`config.mk`:
```
export PLATFORM = sky130hd
export DESIGN_NAME = ntc_adc_to_temperature_interp_core
export DESIGN_NICKNAME = d
export VERILOG_FILES = /design/src/rtl/ntcai_pkg.sv /design/src/rtl/ntcai_ctrl.sv /design/src/rtl/ntcai_dp.sv /design/src/rtl/ntc_adc_to_temperature_interp_core.sv
export SDC_FILE = /design/constraint.sdc
export NUM_CORES = 1
export LEC_CHECK = 0
export BUFFER_PORTS_ARGS = -buffer_cell sky130_fd_sc_hd__buf_2
export CORE_MARGIN = 3
export CORE_UTILIZATION = 43
export CTS_CLUSTER_DIAMETER = 80
export DETAILED_ROUTE_END_ITERATION = 12
export PLACE_DENSITY = 0.63
export SYNTH_ARGS = -nofsm -noshare
export SYNTH_HDL_FRONTEND = slang
export SYNTH_SLANG_ARGS = --single-unit
```
`constraint.sdc`:
```
create_clock -name clk -period 5.2 [get_ports clk]
set_input_delay 0.26 -clock clk [delete_from_list [all_inputs] [get_ports clk]]
set_output_delay 0.26 -clock clk [all_outputs]
set_load 0.05 [all_outputs]
```
`src/rtl/ntcai_pkg.sv`:
```
// ----------------------------------------------------------------------------
// NTC converter package
// Widths, limits, the ADC code table and the controller/datapath interface.
// ----------------------------------------------------------------------------
package ntcai_pkg;

  // Field and index widths.
  localparam int CODE_W      = 12;
  localparam int TEMP_W      = 15;
  localparam int IDX_W       = 8;
  localparam int S_DATA_W    = 16;
  localparam int M_DATA_W    = 16;
  localparam int TABLE_LEN   = 146;
  localparam int TABLE_ENTRIES_DEF = 146;

  // Divider: the rounded quotient always fits in fifteen bits.
  localparam int DIV_STEPS   = 15;
  localparam int CNT_W       = 4;

  // Output limits in hundredths of a degree.
  localparam logic signed [TEMP_W-1:0] TEMP_LOW  = -15'sd4000;
  localparam logic signed [TEMP_W-1:0] TEMP_HIGH = 15'sd10500;

  // The first table entry sits at -40 degrees.
  localparam logic [8:0] DEG_OFFSET = 9'd40;

  // Twice the hundredths per degree, used for half-away rounding.
  localparam logic [28:0] CENTI_X2 = 29'd200;

  // ADC code at each whole degree, strictly descending.
  localparam logic [CODE_W-1:0] ADC_CODES [0:TABLE_LEN-1] = '{
    12'd3980, 12'd3972, 12'd3964, 12'd3955, 12'd3946, 12'd3936, 12'd3926, 12'd3915,
    12'd3904, 12'd3892, 12'd3880, 12'd3866, 12'd3853, 12'd3838, 12'd3823, 12'd3807,
    12'd3791, 12'd3773, 12'd3755, 12'd3736, 12'd3716, 12'd3696, 12'd3675, 12'd3652,
    12'd3629, 12'd3605, 12'd3581, 12'd3555, 12'd3528, 12'd3501, 12'd3472, 12'd3443,
    12'd3413, 12'd3381, 12'd3349, 12'd3316, 12'd3282, 12'd3248, 12'd3212, 12'd3176,
    12'd3139, 12'd3101, 12'd3062, 12'd3022, 12'd2982, 12'd2941, 12'd2900, 12'd2858,
    12'd2815, 12'd2772, 12'd2728, 12'd2684, 12'd2639, 12'd2595, 12'd2549, 12'd2504,
    12'd2459, 12'd2413, 12'd2367, 12'd2321, 12'd2275, 12'd2229, 12'd2184, 12'd2138,
    12'd2093, 12'd2048, 12'd2003, 12'd1958, 12'd1914, 12'd1870, 12'd1826, 12'd1783,
    12'd1741, 12'd1699, 12'd1657, 12'd1616, 12'd1576, 12'd1536, 12'd1497, 12'd1459,
    12'd1421, 12'd1384, 12'd1347, 12'd1312, 12'd1277, 12'd1242, 12'd1209, 12'd1176,
    12'd1144, 12'd1112, 12'd1082, 12'd1052, 12'd1022, 12'd994,  12'd966,  12'd939,
    12'd912,  12'd886,  12'd861,  12'd837,  12'd813,  12'd790,  12'd767,  12'd745,
    12'd724,  12'd703,  12'd683,  12'd663,  12'd644,  12'd626,  12'd608,  12'd590,
    12'd573,  12'd557,  12'd541,  12'd525,  12'd510,  12'd496,  12'd482,  12'd468,
    12'd455,  12'd442,  12'd429,  12'd417,  12'd405,  12'd394,  12'd383,  12'd372,
    12'd362,  12'd352,  12'd342,  12'd333,  12'd323,  12'd314,  12'd306,  12'd297,
    12'd289,  12'd281,  12'd274,  12'd266,  12'd259,  12'd252,  12'd245,  12'd239,
    12'd233,  12'd226
  };

  // Table lookup; entries past the listed codes read as zero.
  function automatic logic [CODE_W-1:0] adc_code(input logic [IDX_W-1:0] idx);
    logic [CODE_W-1:0] code;
    code = '0;
    if (int'(idx) < TABLE_LEN) begin
      code = ADC_CODES[idx];
    end
    return code;
  endfunction

  // Commands from the controller to the datapath.
  typedef struct packed {
    logic load;
    logic check;
    logic search;
    logic diff;
    logic mul;
    logic scale;
    logic div;
    logic fin;
  } cmd_t;

  // Status from the datapath to the controller.
  typedef struct packed {
    logic clamp;
    logic search_done;
    logic div_last;
  } stat_t;

endpackage

```
`src/rtl/ntcai_ctrl.sv`:
```
// ----------------------------------------------------------------------------
// NTC converter controller
// Sequences check, search, interpolation and division for one sample.
// ----------------------------------------------------------------------------
module ntcai_ctrl (
  input  logic            clk,
  input  logic            rst,
  input  logic            s_valid,
  output logic            s_ready,
  output logic            m_valid,
  input  logic            m_ready,
  input  ntcai_pkg::stat_t stat,
  output ntcai_pkg::cmd_t  cmd
);

  localparam logic [2:0] S_IDLE   = 3'd0;
  localparam logic [2:0] S_CHECK  = 3'd1;
  localparam logic [2:0] S_SEARCH = 3'd2;
  localparam logic [2:0] S_DIFF   = 3'd3;
  localparam logic [2:0] S_MUL    = 3'd4;
  localparam logic [2:0] S_SCALE  = 3'd5;
  localparam logic [2:0] S_DIV    = 3'd6;
  localparam logic [2:0] S_FIN    = 3'd7;

  logic [2:0] state;
  logic [2:0] state_next;
  logic       out_free;

  assign s_ready  = (state == S_IDLE);
  assign out_free = !m_valid || m_ready;

  // Next state and commands.
  always_comb begin
    state_next = state;
    cmd        = '0;
    unique case (state)
      S_IDLE: begin
        if (s_valid) begin
          cmd.load   = 1'b1;
          state_next = S_CHECK;
        end
      end
      S_CHECK: begin
        cmd.check  = 1'b1;
        state_next = stat.clamp ? S_FIN : S_SEARCH;
      end
      S_SEARCH: begin
        cmd.search = 1'b1;
        if (stat.search_done) begin
          state_next = S_DIFF;
        end
      end
      S_DIFF: begin
        cmd.diff   = 1'b1;
        state_next = S_MUL;
      end
      S_MUL: begin
        cmd.mul    = 1'b1;
        state_next = S_SCALE;
      end
      S_SCALE: begin
        cmd.scale  = 1'b1;
        state_next = S_DIV;
      end
      S_DIV: begin
        cmd.div = 1'b1;
        if (stat.div_last) begin
          state_next = S_FIN;
        end
      end
      S_FIN: begin
        if (out_free) begin
          cmd.fin    = 1'b1;
          state_next = S_IDLE;
        end
      end
      default: state_next = S_IDLE;
    endcase
  end

  // State and output valid.
  always_ff @(posedge clk) begin
    if (rst) begin
      state   <= S_IDLE;
      m_valid <= 1'b0;
    end else begin
      state <= state_next;
      if (cmd.fin) begin
        m_valid <= 1'b1;
      end else if (m_ready) begin
        m_valid <= 1'b0;
      end
    end
  end

endmodule

```
`src/rtl/ntcai_dp.sv`:
```
// ----------------------------------------------------------------------------
// NTC converter datapath
// Table search, interpolation product and serial rounding division.
// ----------------------------------------------------------------------------
module ntcai_dp #(
  parameter int TABLE_ENTRIES = ntcai_pkg::TABLE_ENTRIES_DEF
) (
  input  logic                               clk,
  input  logic [ntcai_pkg::CODE_W-1:0]        adc_sample,
  input  ntcai_pkg::cmd_t                    cmd,
  output ntcai_pkg::stat_t                   stat,
  output logic signed [ntcai_pkg::TEMP_W-1:0] temperature_centi
);

  localparam int IW = ntcai_pkg::IDX_W;
  localparam int CW = ntcai_pkg::CODE_W;
  localparam int TW = ntcai_pkg::TEMP_W;
  localparam logic [IW-1:0] LAST = IW'(TABLE_ENTRIES - 1);

  logic [CW-1:0]        x_r;
  logic [IW-1:0]        lo_r, hi_r;
  logic                 cold_r, hot_r;
  logic [CW-1:0]        d_r, e_r;
  logic signed [8:0]    thi_r;
  logic signed [21:0]   m_r;
  logic                 neg_r;
  logic [27:0]          rem_r, divs_r;
  logic [TW-1:0]        q_r;
  logic [ntcai_pkg::CNT_W-1:0] cnt_r;

  logic [IW:0]          sum;
  logic [IW-1:0]        mid;
  logic [CW-1:0]        code_mid, code_lo, code_hi;
  logic                 cold_now, hot_now;
  logic signed [21:0]   prod;
  logic signed [21:0]   m_abs;
  logic [28:0]          scaled;
  logic signed [15:0]   q_signed, res;
  logic signed [TW-1:0] res_clamped;

  // Search midpoint and table reads.
  assign sum      = {1'b0, lo_r} + {1'b0, hi_r};
  assign mid      = sum[IW:1];
  assign code_mid = ntcai_pkg::adc_code(mid);
  assign code_lo  = ntcai_pkg::adc_code(lo_r);
  assign code_hi  = ntcai_pkg::adc_code(hi_r);

  // End-of-table clamp tests.
  assign cold_now = (x_r >= ntcai_pkg::adc_code('0));
  assign hot_now  = (x_r <= ntcai_pkg::adc_code(LAST));

  // Interpolation product: whole-degree temperature times code span.
  assign prod  = thi_r * $signed({1'b0, d_r});
  assign m_abs = m_r[21] ? -m_r : m_r;
  assign scaled = {8'd0, m_abs[20:0]} * ntcai_pkg::CENTI_X2;

  // Signed result with range clamp.
  assign q_signed = $signed({1'b0, q_r});
  assign res      = neg_r ? -q_signed : q_signed;
  always_comb begin
    if (cold_r) begin
      res_clamped = ntcai_pkg::TEMP_LOW;
    end else if (hot_r) begin
      res_clamped = ntcai_pkg::TEMP_HIGH;
    end else if (res < 16'(ntcai_pkg::TEMP_LOW)) begin
      res_clamped = ntcai_pkg::TEMP_LOW;
    end else if (res > 16'(ntcai_pkg::TEMP_HIGH)) begin
      res_clamped = ntcai_pkg::TEMP_HIGH;
    end else begin
      res_clamped = res[TW-1:0];
    end
  end

  // Status to the controller.
  assign stat.clamp       = cold_now || hot_now;
  assign stat.search_done = ({1'b0, hi_r} <= ({1'b0, lo_r} + (IW+1)'(1)));
  assign stat.div_last    = (cnt_r == '0);

  // Datapath registers, each step enabled by its command.
  always_ff @(posedge clk) begin
    if (cmd.load) begin
      x_r <= adc_sample;
    end
    if (cmd.check) begin
      cold_r <= cold_now;
      hot_r  <= hot_now;
      lo_r   <= '0;
      hi_r   <= LAST;
    end
    if (cmd.search && !stat.search_done) begin
      if (code_mid < x_r) begin
        hi_r <= mid;
      end else begin
        lo_r <= mid;
      end
    end
    if (cmd.diff) begin
      d_r   <= code_lo - code_hi;
      e_r   <= x_r - code_hi;
      thi_r <= $signed({1'b0, hi_r}) - $signed(ntcai_pkg::DEG_OFFSET);
    end
    if (cmd.mul) begin
      m_r <= prod - $signed({10'd0, e_r});
    end
    if (cmd.scale) begin
      neg_r  <= m_r[21];
      rem_r  <= scaled[27:0] + {16'd0, d_r};
      divs_r <= {1'b0, d_r, 1'b0, 14'd0};
      q_r    <= '0;
      cnt_r  <= ntcai_pkg::CNT_W'(ntcai_pkg::DIV_STEPS - 1);
    end
    // One quotient bit per cycle, divisor shifted down each step.
    if (cmd.div) begin
      if (rem_r >= divs_r) begin
        rem_r <= rem_r - divs_r;
        q_r   <= {q_r[TW-2:0], 1'b1};
      end else begin
        q_r   <= {q_r[TW-2:0], 1'b0};
      end
      divs_r <= {1'b0, divs_r[27:1]};
      cnt_r  <= cnt_r - 1'b1;
    end
    if (cmd.fin) begin
      temperature_centi <= res_clamped;
    end
  end

endmodule

```
`src/rtl/ntc_adc_to_temperature_interp_core.sv`:
```
// ----------------------------------------------------------------------------
// NTC ADC to temperature converter
// Converts a 12-bit thermistor divider sample to hundredths of a degree C.
// ----------------------------------------------------------------------------
// Channel   | Direction | Payload
// s_axis    | in        | tdata[11:0] adc_sample
// m_axis    | out       | tdata[14:0] temperature_centi (two's complement)
//
// A sample beyond either table end goes from the check straight to the final state.
// Any other sample passes the check, up to 8 binary search probes and a search
// state that sees the pair closed, three interpolation steps, the one-bit-per-cycle
// divider and the final state, after which the controller returns to idle.
// One sample is in work at a time; the next is taken while a result waits.
// Reset is synchronous and clears the controller and the output valid.
// A stalled output holds the finished sample in the final state.
// ----------------------------------------------------------------------------
module ntc_adc_to_temperature_interp_core #(
  parameter int TABLE_ENTRIES = ntcai_pkg::TABLE_ENTRIES_DEF
) (
  input  logic                            clk,
  input  logic                            rst,
  input  logic                            s_axis_tvalid,
  output logic                            s_axis_tready,
  input  logic [ntcai_pkg::S_DATA_W-1:0]  s_axis_tdata,  // [11:0] adc_sample
  output logic                            m_axis_tvalid,
  input  logic                            m_axis_tready,
  output logic [ntcai_pkg::M_DATA_W-1:0]  m_axis_tdata   // [14:0] temperature_centi
);

  ntcai_pkg::cmd_t  cmd;
  ntcai_pkg::stat_t stat;
  logic signed [ntcai_pkg::TEMP_W-1:0] temperature_centi;

  // Sequencing.
  ntcai_ctrl u_ctrl (
    .clk     (clk),
    .rst     (rst),
    .s_valid (s_axis_tvalid),
    .s_ready (s_axis_tready),
    .m_valid (m_axis_tvalid),
    .m_ready (m_axis_tready),
    .stat    (stat),
    .cmd     (cmd)
  );

  // Arithmetic and table search.
  ntcai_dp #(
    .TABLE_ENTRIES (TABLE_ENTRIES)
  ) u_dp (
    .clk               (clk),
    .adc_sample        (s_axis_tdata[ntcai_pkg::CODE_W-1:0]),
    .cmd               (cmd),
    .stat              (stat),
    .temperature_centi (temperature_centi)
  );

  // Pad the result to whole bytes.
  assign m_axis_tdata = {1'b0, temperature_centi};

endmodule

```
; Word level (Yosys, flattened, before mapping)
; Memory sizes are Yosys's and may differ from the RTL's.
; Cells that the tools add are included.
; W data, S select, Z words.
[classes]
addsub = 11
multipliers = 2
n_lt_le_gt_ge = 13
n_eq_ne = 11
n_mux = 48
n_bitwise = 3
reduce_logical = 11
[op_table]
columns = operator, count
row1 = $mux W12, 9
row2 = $mux W28, 3
row3 = $mux W15, 5
row4 = $mux W8, 6
row5 = $add A28 B12 Y28, 1
row6 = $ge A28 B27 Y1, 1
row7 = $sub A28 B27 Y28, 1
row8 = $ge A9 B9 Y1 const B, 3
row9 = $mux W27, 1
row10 = $not A8 Y9, 3
row11 = $mux W26, 1
row12 = $mul A21 B5 Y25 const B, 1
row13 = $lt A8 B8 Y1 const B, 3
row14 = $pmux W3 S8, 1
row15 = $sub A12 B12 Y12, 2
row16 = $mul A9 B13 Y22, 1
row17 = $sub A22 B13 Y22, 1
row18 = $mux W21, 1
row19 = $neg A21 Y21, 1
row20 = $gt A16 B15 Y1 const B, 1
row21 = $lt A16 B13 Y1 const B, 1
row22 = $mux W16, 1
row23 = $neg A15 Y16, 1
row24 = $mux W3, 5
row25 = other kinds (23), 45
[word_totals]
ff_bits = 179
rom_bits = 9216
in_bits = 20
output_inout_bits = 18
wordCells = 121
n_memories = 3
[memory_table]
columns = memory, depth, word_bits, read_ports, rd_clocked_by_memory_dff, write_ports, line_no
row1 = (no name shown), 256, 12, 1, 0, 0, ntcai_pkg.sv:58  ; code = ADC_CODES[idx];
row2 = (no name shown), 256, 12, 1, 0, 0, ntcai_pkg.sv:58
row3 = (no name shown), 256, 12, 1, 0, 0, ntcai_pkg.sv:58

; Longest topological paths before layout
[depth]
word_depth = 9
depth_mapped = 26
mapped_depth_nobuf = 26

; Cells and area by module
; From an unflattened synthesis, not the netlist that was laid out.
[unflattened]
hier_cells = 3004
area_unflattened_um2 = 24176.9
[by_module_without_submodules]
columns = mod, n_inst, cells_per_inst, area_each_um2, seq_area_each_um2
row1 = ntcai_dp, 1, 2964, 23831.6, 4814.6
row2 = ntcai_ctrl, 1, 38, 334.1, 80.1
row3 = ntc_adc_to_temperature_interp_core, 1, 2, 11.3, 0.0

; Worst setup path before layout
; No wires, ideal clock.
[synth_timing]
path_type = register -> register
from = reg u_dp.m_r[5]
to = reg u_dp.rem_r[26]
setup_ns = 0.122
arrival_time_ns = 5.577
t_required_ns = 5.078
slack_ns = -0.499
path_stages_with_launch = 23
path_buffers = 0
synth_period_minus_slack_ns = 5.699
path_cell_list = edfxtp_1 > nor4_1 > inv_1 > nor3_1 > nand2_1 > or2_2 > o21ai_0 > xnor2_1 > ha_1 > ha_1 > inv_1 > fa_1 > inv_1 > ha_1 > a21oi_1 > o21ai_1 > or4_1 > a41o_1 > nor4_4 > nand4_1 > nor2_1 > xnor2_1 > a221o_1
[synth_via]
elab_chain_cells = 7
[synth_rtl]
columns = element, line_no
row1 = "start, declared", ntcai_dp.sv:25  ; logic signed [21:0] m_r;
row2 = "start signal, assigned", ntcai_dp.sv:103  ; m_r <= prod - $signed({10'd0, e_r});
row3 = $neg A21 Y21, ntcai_dp.sv:54  ; assign m_abs = m_r[21] ? -m_r : m_r;
row4 = $mux W21 (*), ntcai_dp.sv:54
row5 = $mul A21 B5 Y25 (*), ntcai_dp.sv:55  ; assign scaled = {8'd0, m_abs[20:0]} * ntcai_pkg::CENTI_X2;
row6 = $add A28 B12 Y28 (*), ntcai_dp.sv:107  ; rem_r <= scaled[27:0] + {16'd0, d_r};
row7 = $mux W28 (*), ntcai_dp.sv:105  ; if (cmd.scale) begin
row8 = $mux W28, ntcai_dp.sv:114  ; if (rem_r >= divs_r) begin
row9 = $mux W28 (*), ntcai_dp.sv:113  ; if (cmd.div) begin
row10 = "end signal, assigned", ntcai_dp.sv:107
row11 = "end signal, assigned", ntcai_dp.sv:115  ; rem_r <= rem_r - divs_r;
row12 = "end, declared", ntcai_dp.sv:27  ; logic [27:0] rem_r, divs_r;
; Every way passes the cells marked *; elsewhere a longest branch is shown, timed or not.
; A chain may end at the register's enable or synchronous reset.

; Final worst setup path
[layout_timing]
from = reg u_dp.m_r[2]
to = reg u_dp.rem_r[27]
; The elaborated chain is that of the path after synthesis.

==> results by group <==
STA
  • Final worst setup slack: -0.161 ns
  • RSZ-0062 raised after global routing: yes
  • Period utilization: 103%
  • Post-Route Skew: 0.0126 ns
  • Hold Vio Cnt, Final: 0
  • Max Slew Vio Count: 0
  • Slew @ Worst Pin: 1.22 ns
  • Post-route minimum period: 5.36 ns
  • # setup viols final: 10
  • Slew headroom: 18.4%
  • Fmax: 187 MHz

Synthesis
  • Mapped cell area: 0.0238 sq mm
  • FF+latch count, synth: 179
  • Asr flop ratio synth: 0%
  • Post-Syn Nets: 3371
  • Syn avg cell area: 8.02 sq um
  • Number of enable flip-flop cells after synthesis: 131
  • Post-Synth XOR/XNOR Area: 5.91%
  • Synth Area in Compound Gates: 23.0%
  • Multiplexer area fraction after synthesis: 2.67%
  • Seq/Total Area, Yosys: 20.5%
  • Area fraction of the dominant cell type after synthesis: 16.5%
  • Primary FF master, synth: edfxtp_1
  • Post-Synthesis Cells: 2972
  • Syn. warnings: 0
  • Adder-cell share of the synthesized area: 23.1%
  • Commonest cells post-synth: ha_1 (278), inv_1 (278), nand2_1 (276), nor2_1 (236), a21oi_1 (223)
  • Top cells by area, synth: edfxtp_1 (16%), ha_1 (15%), fa_1 (8.5%)
  • Largest family of logic cells by synthesized area: adder cells
  • Post-synthesis simple-gate area fraction: 17.4%
  • Synth area leader: edfxtp_1
  • Distinct cells, synth: 92

Global route
  • First-pass GRT wire length: 120000 microns
  • GR Overflow Total: 0
  • Vias in the first global route: 22500
  • Gr usage total: 25.1%
  • Pin count of the biggest net entering global routing: 80
  • Initial antenna violation count: 0

Drt
  • Vias post-DR: 22800
  • Drt total wl: 75100 microns
  • Routed vias/inst: 5.86
  • Initial DRT Pass Iterations: 6
  • Remaining DRCs: 0
  • Starting DRT DRC Count: 2002
  • WL/cell: 19.3 microns
  • Antenna Nets Post-Route: 0

Clocking
  • Reg clk slew, reported paths: 0.08 ns
  • TritonCTS clock tree: done
  • CTS root buf: clkbuf_16
  • CTS max path bufs: 2
  • Inserted Clock Buffers: 17
  • Htree depth: 4
  • Later-pin clock latency in the skew report: 0.48 ns
  • CTS sink cnt: 179

Worst setup path
  • Critical-path maximum fanout: 3
  • Critical-path top delay cell: edfxtp_1
  • CP Class: flop to flop
  • Critical Path RT: 5.56 ns
  • Setup crit start kind: flop
  • Crit-path max cell delay: 0.43 ns
  • CP top delay family: simple AND/OR/NAND/NOR gates
  • CP startpoint: u_dp.m_r[2]
  • Buf/Inv on CP: 6
  • R2R Path Start: u_dp.m_r[2]
  • Setup crit end kind: flop
  • Crit path DAT: 5.72 ns

Final layout
  • Layout cells sized above 1: 17.6%
  • Area Overhead vs Synth: 17.7%
  • Final core utilization: 51.6%
  • Final #Nets: 3533
  • Final instance area: 0.0281 sq mm
  • Antenna cell count: 0

Placement
  • PortBufs: 32
  • Post-DP Area: 0.0264 sq mm
  • Pre-CTS setup slack: -0.192 ns
  • Placer's final routability congestion estimate: 0.936
  • Post-DP HPWL: 57900 microns

Floorplanning
  • Die area: 0.0583 sq mm
  • Top Ports: 38
  • Die W: 242 microns
  • Core area: 0.0543 sq mm
  • Die Height: 242 microns
  • Starting Density: 43.9%
  • FP Rows: 85

Worst hold path
  • Hold Crit Class: input port to flop
  • Hold Crit Start: m_axis_tready

Run
  • Max cap viols: 0

Outcome
  • Outcome: complete, but fails checks
  • Failing checks: negative setup slack
[cells in the final DEF (no fill, tap or decap), drive strengths merged, types with 61 or more instances in the layout]
cell type and count:
xnor2 103, ha 278, nand2 278, and2 84
fa 101, inv 290, a211oi 61, buf 309
a21oi 224, nor2 245, o21ai 228, edfxtp 131
[registers in the layout, summed over array words and instances (netlist names), 8 cells and up]
register,cells
u_dp.d_r,12
u_dp.divs_r,27
u_dp.e_r,12
u_dp.hi_r,8
u_dp.lo_r,8
u_dp.m_r,22
u_dp.q_r,15
u_dp.rem_r,28
u_dp.temperature_centi,15
u_dp.thi_r,9
u_dp.x_r,12
[worst register-to-register path: stages, from the launching register on]
cell      delay, ns
edfxtp_1       0.43
nor4_4         0.34
inv_2          0.09
nor3_4         0.18
nand2_2        0.09
or2_4          0.28
o41ai_4        0.36
buf_4          0.20
xnor2_4        0.13
ha_4           0.24
ha_4           0.26
inv_2          0.03
fa_1           0.40
inv_1          0.11
ha_4           0.22
buf_4          0.15
nand2_1        0.13
nand2_2        0.10
a21oi_2        0.15
a31oi_2        0.07
xnor2_2        0.20
nor4_4         0.31
nand4_1        0.16
buf_4          0.18
nor3_4         0.20
xnor2_2        0.14
a21oi_2        0.07
[final timing paths]
kind         slack [ns]             end  cells past startpoint
max               -0.16  u_dp.rem_r[27]                     26
min                0.16  u_ctrl.m_valid                      4
max reg2reg       -0.16  u_dp.rem_r[27]                     26
min reg2reg        0.52    u_dp.hi_r[5]                      2
[layer usage]
| metal | vias to the layer above | routed length [microns] | global-route usage, % |
|---|---|---|---|
| li1 | 10900 | - | - |
| met1 | 10900 | 31100 | 31.1 |
| met2 | 765 | 36600 | 43.4 |
| met3 | 203 | 3880 | 3.53 |
| met4 | 0 | 3550 | 11.5 |
| met5 | - | 0 | 0 |
[timing repair]
item,CTS,global route
resized for setup,47,121
hold endpoints to repair,14,0
setup endpoints to repair,14,40
pin swaps,48,77
hold buffers,13,0
buffers inserted,16,14
[kinds of logic (layout without fill, tap and decap cells)]
family | count (synthesis) | in the layout
compound gates | 858 | 858
mux | 52 | 52
xor+xnor | 160 | 160
simple gates | 877 | 877
other cells | 1 | 1
fa+ha+maj | 379 | 379
buf+inv | 466 | 641
flops | 179 | 179
[per-stage QoR]
| stage | hold WS [ns] | setup TNS (ns) | instances |
|---|---|---|---|
| global route | 0.155 | -4.44 | 3886 |
| CTS | 0.114 | -0.503 | 3875 |
| detailed placement | 0.438 | -1.42 | 3815 |
| finish | 0.156 | -1.06 | 3886 |
| floorplan | 0.332 | -0.159 | 2972 |
| global placement | 0.438 | -0.822 | 3815 |
[area by class of cell]
type                       instances  area [sq um]
fill                            5084         26300
multi-input combinational       2327         18100
sequential                       179          4900
timing repair buffer             322          2450
inverter                         287          1080
tap                              739           925
clock buffer                      17           425
clock inverter                    15           140
Power is not shown: default switching activity piles up to over one toggle a cycle in this logic, so the estimate is an artifact.
